--- config.mk ---
export PLATFORM = sky130hd
export DESIGN_NAME = round_robin_cpu_scheduler_core
export DESIGN_NICKNAME = d
export VERILOG_FILES = /design/src/hdl/rrcs_pkg.sv /design/src/hdl/round_robin_cpu_scheduler_core.sv
export SDC_FILE = /design/constraint.sdc
export NUM_CORES = 1
export LEC_CHECK = 0
export BUFFER_PORTS_ARGS = -buffer_cell sky130_fd_sc_hd__buf_2
export CAP_MARGIN = 20
export CORE_AREA = 2 2 221 223
export CTS_CLUSTER_DIAMETER = 30
export DETAILED_ROUTE_END_ITERATION = 8
export DIE_AREA = 0 0 223 225
export GPL_ROUTABILITY_DRIVEN = 0
export PLACE_DENSITY = 0.7
export SETUP_SLACK_MARGIN = 0.02
export SYNTH_ARGS = -nofsm -noshare
export SYNTH_HDL_FRONTEND = slang
export SYNTH_SLANG_ARGS = --single-unit
--- constraint.sdc ---
create_clock -name clk_i -period 6.45 [get_ports clk_i]
set_input_delay 1.29 -clock clk_i [delete_from_list [all_inputs] [get_ports clk_i]]
set_output_delay 1.29 -clock clk_i [all_outputs]
set_load 0.05 [all_outputs]
--- src/hdl/rrcs_pkg.sv ---
// Shared types, constants and defaults of the round-robin CPU scheduler.
package rrcs_pkg;

  localparam int unsigned NumCpusDefault    = 4;
  localparam int unsigned QueueDepthDefault = 64;
  localparam int unsigned ThreadBitsDefault = 8;

  localparam int unsigned CpuW    = 2;
  localparam int unsigned TidW    = 8;
  localparam int unsigned SliceW  = 4;
  localparam int unsigned CmdW    = 2;
  localparam int unsigned InDataW = 16;
  localparam int unsigned OutW    = 16;

  localparam logic [SliceW-1:0] SliceReset = SliceW'(10);

  typedef enum logic [CmdW-1:0] {
    CMD_SCHED = 2'd0,
    CMD_TICK  = 2'd1,
    CMD_READY = 2'd2
  } cmd_e;

  // Packed from the most significant field down; out_cpu sits in the lowest bits.
  typedef struct packed {
    logic            overflow;
    logic [CpuW-1:0] wake_cpu;
    logic            wake_valid;
    logic            switched;
    logic            idle;
    logic [TidW-1:0] running;
    logic [CpuW-1:0] out_cpu;
  } result_t;

endpackage

--- src/hdl/round_robin_cpu_scheduler_core.sv ---
// Round-robin CPU scheduler: ready queue, per-CPU slice state and result buffer.
//
// Usage:
//   Events enter on the s_axis channel: tuser carries the command (schedule
//   call, timer tick, thread ready), tdata the CPU index, the flag and the
//   thread id. Every accepted event gives exactly one result on m_axis:
//   the CPU's thread and idle state, whether it switched, a CPU to wake and
//   the queue overflow flag.
//   An event takes effect at the edge that accepts it; its result is registered
//   before m_axis. One event is taken per cycle while s_axis_tready is high.
//   The head of the ready queue is kept in a registered read of the queue
//   memory, addressed by the next head pointer, so a pop needs no wait.
//   A two-entry output buffer keeps s_axis_tready high while one result
//   waits; s_axis_tready falls only when both entries are held by a
//   stalled receiver, and rises again once m_axis_tready takes one.
//   The slice length is written through cfg_we_i / cfg_wdata_i; the user must
//   write it only while the block is idle (not enforced); it resets to 10 ticks.
//   Reset empties the queue and the output buffer and idles every CPU.
//   Queue entries hold no reset value; only written entries are read.
module round_robin_cpu_scheduler_core
  import rrcs_pkg::*;
#(
  parameter int unsigned NUM_CPUS    = NumCpusDefault,
  parameter int unsigned QUEUE_DEPTH = QueueDepthDefault,
  parameter int unsigned THREAD_BITS = ThreadBitsDefault
) (
  input  logic               clk_i,
  input  logic               rst_ni,
  input  logic               cfg_we_i,
  input  logic [SliceW-1:0]  cfg_wdata_i,
  input  logic               s_axis_tvalid,
  output logic               s_axis_tready,
  // [1:0] cpu, [2] flag, [10:3] thread, [15:11] zero
  input  logic [InDataW-1:0] s_axis_tdata,
  // [1:0] cmd
  input  logic [CmdW-1:0]    s_axis_tuser,
  output logic               m_axis_tvalid,
  input  logic               m_axis_tready,
  // [1:0] out_cpu, [9:2] running, [10] idle, [11] switched,
  // [12] wake_valid, [14:13] wake_cpu, [15] overflow
  output logic [OutW-1:0]    m_axis_tdata
);

  localparam int unsigned NumSlots = (NUM_CPUS < 4) ? NUM_CPUS : 4;
  localparam int unsigned SlotW    = (NumSlots > 1) ? $clog2(NumSlots) : 1;
  localparam int unsigned PtrW     = $clog2(QUEUE_DEPTH);
  localparam int unsigned CntW     = $clog2(QUEUE_DEPTH + 1);
  localparam logic [PtrW-1:0] LastSlot  = PtrW'(QUEUE_DEPTH - 1);
  localparam logic [CntW-1:0] FullCount = CntW'(QUEUE_DEPTH);

  typedef logic [THREAD_BITS-1:0] thr_t;

  logic [SliceW-1:0] slice_q;

  thr_t              fifo_mem [QUEUE_DEPTH];
  thr_t              head_data_q;
  logic [PtrW-1:0]   head_q, head_d, tail_q, tail_d;
  logic [CntW-1:0]   count_q, count_d;

  thr_t              thr_q   [NumSlots];
  logic              idle_q  [NumSlots];
  logic [SliceW-1:0] ticks_q [NumSlots];

  thr_t              thr_new;
  logic              idle_new;
  logic [SliceW-1:0] ticks_new;
  logic              slot_we;

  logic              push_en, pop_en;
  thr_t              push_data;

  logic              s_fire;
  logic [CpuW-1:0]   in_cpu;
  logic              in_flag;
  logic [TidW-1:0]   in_thread;
  thr_t              tid;
  logic              valid_cpu;
  logic [SlotW-1:0]  slot;
  logic              q_nonempty;
  result_t           res;

  result_t           out_q, skid_q;
  logic              out_valid_q, skid_valid_q;
  logic              out_pop;

  assign in_cpu     = s_axis_tdata[CpuW-1:0];
  assign in_flag    = s_axis_tdata[CpuW];
  assign in_thread  = s_axis_tdata[CpuW+TidW:CpuW+1];
  assign tid        = THREAD_BITS'(16'(in_thread));
  assign valid_cpu  = (32'(in_cpu) < NUM_CPUS);
  assign slot       = SlotW'(in_cpu);
  assign q_nonempty = (count_q != '0);

  assign s_axis_tready = !skid_valid_q;
  assign s_fire        = s_axis_tvalid && s_axis_tready;

  always_comb begin
    push_en        = 1'b0;
    pop_en         = 1'b0;
    push_data      = tid;
    slot_we        = 1'b0;
    thr_new        = thr_q[slot];
    idle_new       = idle_q[slot];
    ticks_new      = ticks_q[slot];
    res            = '0;
    res.out_cpu    = in_cpu;

    case (cmd_e'(s_axis_tuser))
      CMD_READY: begin
        if (count_q == FullCount) begin
          res.overflow = 1'b1;
        end else begin
          push_en = 1'b1;
        end
      end
      CMD_SCHED: begin
        if (valid_cpu && in_flag) begin
          slot_we = 1'b1;
          if (q_nonempty) begin
            pop_en    = 1'b1;
            thr_new   = head_data_q;
            idle_new  = 1'b0;
            ticks_new = slice_q;
          end else begin
            thr_new  = '0;
            idle_new = 1'b1;
          end
          res.switched = (idle_new != idle_q[slot]) || (thr_new != thr_q[slot]);
        end
      end
      CMD_TICK: begin
        if (valid_cpu && in_flag) begin
          slot_we   = 1'b1;
          ticks_new = slice_q;
        end else if (valid_cpu && !idle_q[slot]) begin
          slot_we = 1'b1;
          if (ticks_q[slot] <= SliceW'(1)) begin
            if (q_nonempty) begin
              pop_en       = 1'b1;
              push_en      = 1'b1;
              push_data    = thr_q[slot];
              thr_new      = head_data_q;
              res.switched = (head_data_q != thr_q[slot]);
            end
            ticks_new = slice_q;
          end else begin
            ticks_new = ticks_q[slot] - SliceW'(1);
          end
          if (q_nonempty) begin
            for (int k = NumSlots - 1; k >= 0; k--) begin
              if (idle_q[k]) begin
                res.wake_valid = 1'b1;
                res.wake_cpu   = CpuW'(k);
              end
            end
          end
        end
      end
      default: begin
      end
    endcase

    if (valid_cpu) begin
      res.idle    = idle_new;
      res.running = idle_new ? '0 : TidW'(16'(thr_new));
    end else begin
      res.idle    = 1'b1;
      res.running = '0;
    end
  end

  always_comb begin
    head_d  = head_q;
    tail_d  = tail_q;
    count_d = count_q;
    if (s_fire && pop_en) begin
      head_d = (head_q == LastSlot) ? '0 : head_q + PtrW'(1);
    end
    if (s_fire && push_en) begin
      tail_d = (tail_q == LastSlot) ? '0 : tail_q + PtrW'(1);
    end
    if (s_fire && push_en && !pop_en) begin
      count_d = count_q + CntW'(1);
    end else if (s_fire && pop_en && !push_en) begin
      count_d = count_q - CntW'(1);
    end
  end

  always_ff @(posedge clk_i) begin
    if (s_fire && push_en) begin
      fifo_mem[tail_q] <= push_data;
    end
    if (s_fire && push_en && (tail_q == head_d)) begin
      head_data_q <= push_data;
    end else begin
      head_data_q <= fifo_mem[head_d];
    end
  end

  always_ff @(posedge clk_i or negedge rst_ni) begin
    if (!rst_ni) begin
      slice_q <= SliceReset;
      head_q  <= '0;
      tail_q  <= '0;
      count_q <= '0;
      for (int k = 0; k < NumSlots; k++) begin
        thr_q[k]   <= '0;
        idle_q[k]  <= 1'b1;
        ticks_q[k] <= '0;
      end
    end else begin
      if (cfg_we_i) begin
        slice_q <= cfg_wdata_i;
      end
      head_q  <= head_d;
      tail_q  <= tail_d;
      count_q <= count_d;
      if (s_fire && slot_we) begin
        thr_q[slot]   <= thr_new;
        idle_q[slot]  <= idle_new;
        ticks_q[slot] <= ticks_new;
      end
    end
  end

  assign out_pop = out_valid_q && m_axis_tready;

  always_ff @(posedge clk_i or negedge rst_ni) begin
    if (!rst_ni) begin
      out_valid_q  <= 1'b0;
      skid_valid_q <= 1'b0;
    end else begin
      if (skid_valid_q) begin
        if (out_pop) begin
          skid_valid_q <= 1'b0;
        end
      end else if (s_fire) begin
        if (!out_valid_q || out_pop) begin
          out_valid_q <= 1'b1;
        end else begin
          skid_valid_q <= 1'b1;
        end
      end else if (out_pop) begin
        out_valid_q <= 1'b0;
      end
    end
  end

  always_ff @(posedge clk_i) begin
    if (skid_valid_q) begin
      if (out_pop) begin
        out_q <= skid_q;
      end
    end else if (s_fire) begin
      if (!out_valid_q || out_pop) begin
        out_q <= res;
      end else begin
        skid_q <= res;
      end
    end
  end

  assign m_axis_tvalid = out_valid_q;
  assign m_axis_tdata  = out_q;

endmodule
==> impl_metrics.env, run 1 <==
export IMPL_ys_flop_type="edfxtp_1"
export IMPL_root_buffer="clkbuf_16"
export IMPL_synth_top_cell_by_area="edfxtp_1"
export IMPL_fp_coreArea_um2=47550
export IMPL_port_buffers=39
export IMPL_die_w_um=223
export IMPL_postCtsHoldBufs=0
export IMPL_fmax_mhz=198.7
export IMPL_rsz0062_at_grt="no"
export IMPL_worstPathCellList="buf_2 > mux4_2 > inv_1 > ha_1 > nor2_1 > nor3_4 > nand4b_2 > a21boi_1 > and2b_1 > nand3_1 > ha_1 > nor2b_1 > o21ai_0 > nand2b_1 > a21o_1 > a21oi_1 > nor2_1 > a21oi_1 > xnor2_1"
export IMPL_tightest_slew_ps=1190
export IMPL_synth_area_um2=25940
export IMPL_yosysUniqueCellTypes=74
export IMPL_nNetsFinal=1683
export IMPL_synth_fp_nets=1534
export IMPL_grt_usage=0.2546
export IMPL_cpPeakStageDelay_ps=620
export IMPL_fin_hold_ws_ps=481.4
export IMPL_period_share=0.7804
export IMPL_netlist_top_cells_area="edfxtp_1 63%, mux4_2 11%, dfrtp_1 6.8%"
export IMPL_power_leakage_nw=10.69
export IMPL_cts_tree="yes"
export IMPL_drive_gt1_frac=0.2964
export IMPL_setup_violations=0
export IMPL_r2r_slack_ps=1770
export IMPL_critical_path_peak_fanout=9
export IMPL_post_drt_via_cell_ratio=6.237
export IMPL_fp_dieH_um=225
export IMPL_wl_mm=62.05
export IMPL_insertion_delay_ps=650
export IMPL_netlist_instances=1493
export IMPL_wl_per_cell_um=26.40
export IMPL_num_rows=80
export IMPL_hp_class="register to register"
export IMPL_max_slew_margin=0.2051
export IMPL_required_ps=7000
export IMPL_grt_pass1_vias=14940
export IMPL_critPathArrivalTime_ps=5580
export IMPL_crit_start="s_axis_tdata[0]"
export IMPL_maxSlewViolCount=0
export IMPL_min_delay_start="thr_q[9]"
export IMPL_post_route_util=0.6537
export IMPL_cp_num_buf_inv=2
export IMPL_drt_iter0_drc=1801
export IMPL_first_pass_iters=6
export IMPL_cp_top_family="simple AND/OR/NAND/NOR gates"
export IMPL_drv_cap=0
export IMPL_overflow=0
export IMPL_post_cts_buffers=0
export IMPL_syn_avg_cell_area_um2=17.37
export IMPL_synth_edf_count=544
export IMPL_cts_sinks=627
export IMPL_io_pins=45
export IMPL_ir_worst_vdd_uv=244.9
export IMPL_numCtsBuffers=114
export IMPL_ys_seq_area_frac=0.7090
export IMPL_detail_route_antenna_nets=0
export IMPL_grt_antenna_before_repair=1
export IMPL_die_area_um2=50180
export IMPL_synth_top_area_share=0.6298
export IMPL_run_status="finished clean"
export IMPL_tns_ps=0
export IMPL_grt_max_degree=78
export IMPL_start_kind="input port"
export IMPL_clock_skew_ps=25.58
export IMPL_grt_pass1_wl_mm=93.54
export IMPL_vias=14660
export IMPL_worstSetupPathType="input port to register"
export IMPL_synth_most_common_cell="edfxtp_1"
export IMPL_ys_warn_count=0
export IMPL_clk_path_buf_depth=3
export IMPL_drc=0
export IMPL_slowest_stage="mux4_2"
export IMPL_cts_repair_resized=0
export IMPL_critPathCaptureType="register"
export IMPL_synth_seq_cells=627
export IMPL_start_util=0.5455
export IMPL_hold_viol=0
export IMPL_powerDensity_nw_per_um2=461.6
export IMPL_syn_to_final_growth_pct=19.82
export IMPL_dpl_hpwl_mm=37.65
export IMPL_h_tree_depth=3
export IMPL_post_route_min_period_ps=5033
export IMPL_yosys_top_cells_count="544 x edfxtp_1, 123 x mux4_2, 119 x nor2_1"
export IMPL_async_flop_share=0.1228
export IMPL_cts_clk_slew_worst_paths_ps=50
final cells by class:
cell class              count  area, um^2
fillers                  3163       16470
flip-flops and latches    627       18400
well taps                 615       769.5
clock inverters            82       954.7
clock buffers             126        2939
diodes                      1       2.502
repair buffers            113       810.8
multi-input cells         758        7094
inverters                  28       105.1
state kept, by name (all words and copies together), names as in the netlist, named ones only:
name and flops:
slice_q 4, skid_q 16, idle_q 4, count_q 7, m_axis_tdata 16, tail_q 6, skid_valid_q 1, ticks_q 16
thr_q 32, fifo_mem 512, m_axis_tvalid 1, head_q 6
metrics by stage:
stage / instance area [um^2] / instances / power (mW) / worst slack, ps
after floorplan: 25940 / 1493 / 7.507 / 125.3
after global placement: 27150 / 2140 / 8.355 / 849.8
after detailed placement: 27150 / 2140 / 8.435 / 783.2
after CTS: 31050 / 2348 / 14.40 / 1414
after global routing: 31080 / 2349 / 14.85 / 1067
final: 31080 / 2350 / 14.35 / 1417
tightest hold or removal path, stage by stage, from the launching register on:
cell and delay (ps):
dfrtp_1 330, nand2_1 50, o21ai_1 60
path summary, 6_finish.rpt:
kind | endpoint | depth (start not counted)
setup / recovery | count_q[6] | 19
hold / removal | thr_q[9] | 2
setup reg to reg | m_axis_tdata[11] | 9
hold reg to reg | thr_q[9] | 2
max in group asynchronous | idle_q[2] | 2
min in group asynchronous | ticks_q[13] | 1
layout by cell type (no fill, tap or decap), types with 7 or more instances in the layout:
cell type	count
a211oi_1	7
a21oi_1	39
a22oi_1	21
and2_1	10
and3_1	7
buf_2	38
buf_4	71
bufinv_16	16
clkbuf_1	9
clkbuf_16	115
clkinv_1	14
clkinv_2	10
clkinv_4	10
clkinvlp_4	23
dfrtp_1	71
edfxtp_1	544
ha_1	13
inv_1	25
mux2_2	60
mux2i_1	49
mux4_2	123
nand2_1	73
nand2b_1	16
nand3_1	17
nand3b_1	8
nor2_1	119
nor2b_1	12
nor3_1	11
nor4_1	10
o21ai_0	29
o21ai_1	9
o22ai_1	11
o31ai_1	8
xnor2_1	15
metal layers:
layer  GRT usage  vias up  part of all wire
met5           0        -                 0
met4     0.09764        0             0.035
met3     0.05893      166             0.088
met2      0.4108      726              0.49
met1      0.3410     7485              0.39
li1            -     6279                 -
logic make-up after synthesis:
kind of cell             Yosys count  share of synthesized area
multiplexers                     232                     0.1518
AO/OA/AOI/OAI                    188                    0.04945
flip-flops                       627                     0.7090
AND/OR/NAND/NOR                  306                    0.05668
XOR/XNOR                          18                   0.006078
adder cells (fa/ha/maj)           14                   0.007043
buffers and inverters            108                    0.01997
where the power goes:
group	switching [mW]	internal, mW	leakage, nW
clock	2.03	3.92	1.83
sequential	0.359	4.81	5.94
combinational	1.89	1.34	2.92
Note: power is estimated with default switching activity, not from simulation.
==> run 2: changes to the inputs <==
PLACE_DENSITY = 0.73   (was 0.7)
clock period = 4.4 ns   (was 6.45 ns; I/O delays follow)
==> impl_metrics.env, run 2 (same netlist as run 1, synthesis figures left out) <==
export IMPL_run_status="finished clean"
export IMPL_critPathArrivalTime_ps=4360
export IMPL_place_ws_ps=50.77
export IMPL_grt_max_degree=78
export IMPL_cts_sinks=627
export IMPL_reg_largest_list="fifo_mem: 512 flops, thr_q: 32 flops"
export IMPL_post_drt_via_cell_ratio=6.264
export IMPL_overflow=0
export IMPL_drv_cap=0
export IMPL_seq_area_um2=18400
export IMPL_n_antenna_cell=0
export IMPL_root_buffer="clkbuf_16"
export IMPL_fmax_mhz=251.0
export IMPL_finalWorstSetupSlack_ps=415.4
export IMPL_period_share=0.9056
export IMPL_fp_dieH_um=225
export IMPL_critical_path_peak_fanout=18
export IMPL_final_common_cell="edfxtp_1"
export IMPL_dpl_hpwl_mm=40.27
export IMPL_grt_usage=0.2663
export IMPL_port_buffers=39
export IMPL_start_kind="register"
export IMPL_clk_path_buf_depth=3
export IMPL_numCtsBuffers=111
export IMPL_tightest_slew_ps=1118
export IMPL_worstSetupPathType="register to register"
export IMPL_multi_input_area_um2=7112
export IMPL_most_common_layout_cells="544 x edfxtp_1, 150 x buf_4, 123 x mux4_2"
export IMPL_slowest_stage="dfxtp_4"
export IMPL_critPathCaptureType="register"
export IMPL_grt_pass1_wl_mm=98.41
export IMPL_wl_per_cell_um=26.76
export IMPL_start_util=0.5455
export IMPL_grt_pass1_vias=15710
export IMPL_worst_path_most_repeated_cell="a31oi_1"
export IMPL_drive_gt1_frac=0.3372
export IMPL_nNetsFinal=1768
export IMPL_rsz0062_at_grt="no"
export IMPL_postCtsHoldBufs=0
export IMPL_max_slew_margin=0.2521
export IMPL_powerDensity_nw_per_um2=681.7
export IMPL_maxSlewViolCount=0
export IMPL_vias=15280
export IMPL_ir_worst_vdd_uv=418.4
export IMPL_insertion_delay_ps=670
export IMPL_final_cell_area_um2=32010
export IMPL_largest_register_ffs=512
export IMPL_dpl_cell_area_um2=27870
export IMPL_cts_repair_resized=0
export IMPL_die_w_um=223
export IMPL_fp_coreArea_um2=47550
export IMPL_worstPathCellList="mux4_2 > mux2i_1 > a2111oi_0 > a211oi_2 > nor2_1 > a221oi_1 > a31oi_1 > o41ai_2 > a31oi_1"
export IMPL_die_area_um2=50180
export IMPL_largest_register="fifo_mem"
export IMPL_syn_to_final_growth_pct=23.41
export IMPL_required_ps=4780
export IMPL_nFillCells=2979
export IMPL_drt_iter0_drc=1733
export IMPL_fin_hold_ws_ps=74.97
export IMPL_wl_mm=65.27
export IMPL_cpPeakStageDelay_ps=720
export IMPL_num_rows=80
export IMPL_drc=0
export IMPL_post_route_util=0.6732
export IMPL_hp_class="input port to async pin"
export IMPL_first_pass_iters=5
export IMPL_cts_tree="yes"
export IMPL_setup_violations=0
export IMPL_hold_viol=0
export IMPL_h_tree_depth=3
export IMPL_clock_skew_ps=35.26
export IMPL_post_route_min_period_ps=3985
export IMPL_grt_antenna_before_repair=1
export IMPL_power_leakage_nw=11.26
export IMPL_detail_route_antenna_nets=0
export IMPL_io_pins=45
export IMPL_cts_clk_slew_worst_paths_ps=50
-- run 2: changes by cell type in the layout (fill, tap and decap cells not counted), moves of 5 or more --
cell and change:
buf_4 +79, inv_6 +16, buf_12 +8, clkinvlp_4 -7, clkinv_1 -5, clkinv_16 +5
-- run 2: cell type report --
type,count,area share
Multi-Input combinational cell,758,0.2222
Clock buffer,117,0.08779
Clock inverter,93,0.03870
Inverter,28,0.003283
Sequential cell,627,0.5749
Timing Repair Buffer,201,0.04910
Tap cell,615,0.02404
-- run 2: layer usage --
metal / wire [um] / vias up / global-route usage / share of wire
li1: - / 6445 / - / -
met1: 25400 / 7795 / 0.3534 / 0.39
met2: 31290 / 874 / 0.4328 / 0.48
met3: 5761 / 165 / 0.05202 / 0.088
met4: 2822 / 0 / 0.1189 / 0.043
met5: 0 / - / 0 / 0
-- run 2: final timing paths --
check	startpoint	endpoint	slack (ps)	cells past startpoint
max in group asynchronous	rst_ni	idle_q[2]	3680	2
min in group clk_i	m_axis_tready	skid_valid_q	420	2
hold reg to reg	thr_q[21]	thr_q[21]	480	2
setup reg to reg	register	m_axis_tdata[11]	420	9
hold / removal	rst_ni	count_q[1]	70	1
setup / recovery	register	m_axis_tdata[11]	420	9
-- run 2: timing repair --
item,in CTS,in global routing
hold endpoints to repair,0,0
setup endpoints to repair,0,1
buffers inserted,0,1
-- run 2: worst max-delay path: cells and delay by family (launching register included) --
family          cells  cell delay [ps]
compound gates      6             1900
mux                 2             1000
flops               1              720
simple gates        1               80
-- run 2: where the power goes --
group          total [mW]  leakage [nW]  internal, mW  switching (mW)
Sequential           7.51          5.94          7.04           0.475
Clock                9.04          1.92          5.82            3.22
Combinational        5.26          3.40          2.27            3.00
Total                21.8          11.3          15.1            6.69
-- run 2: per-stage QoR --
stage / power (mW) / setup TNS [ps] / cells
floorplan: 11.00 / -131110 / 1493
global placement: 12.59 / 0 / 2223
detailed placement: 12.74 / 0 / 2224
CTS: 21.82 / 0 / 2434
global route: 22.54 / 0 / 2439
finish: 21.82 / 0 / 2439
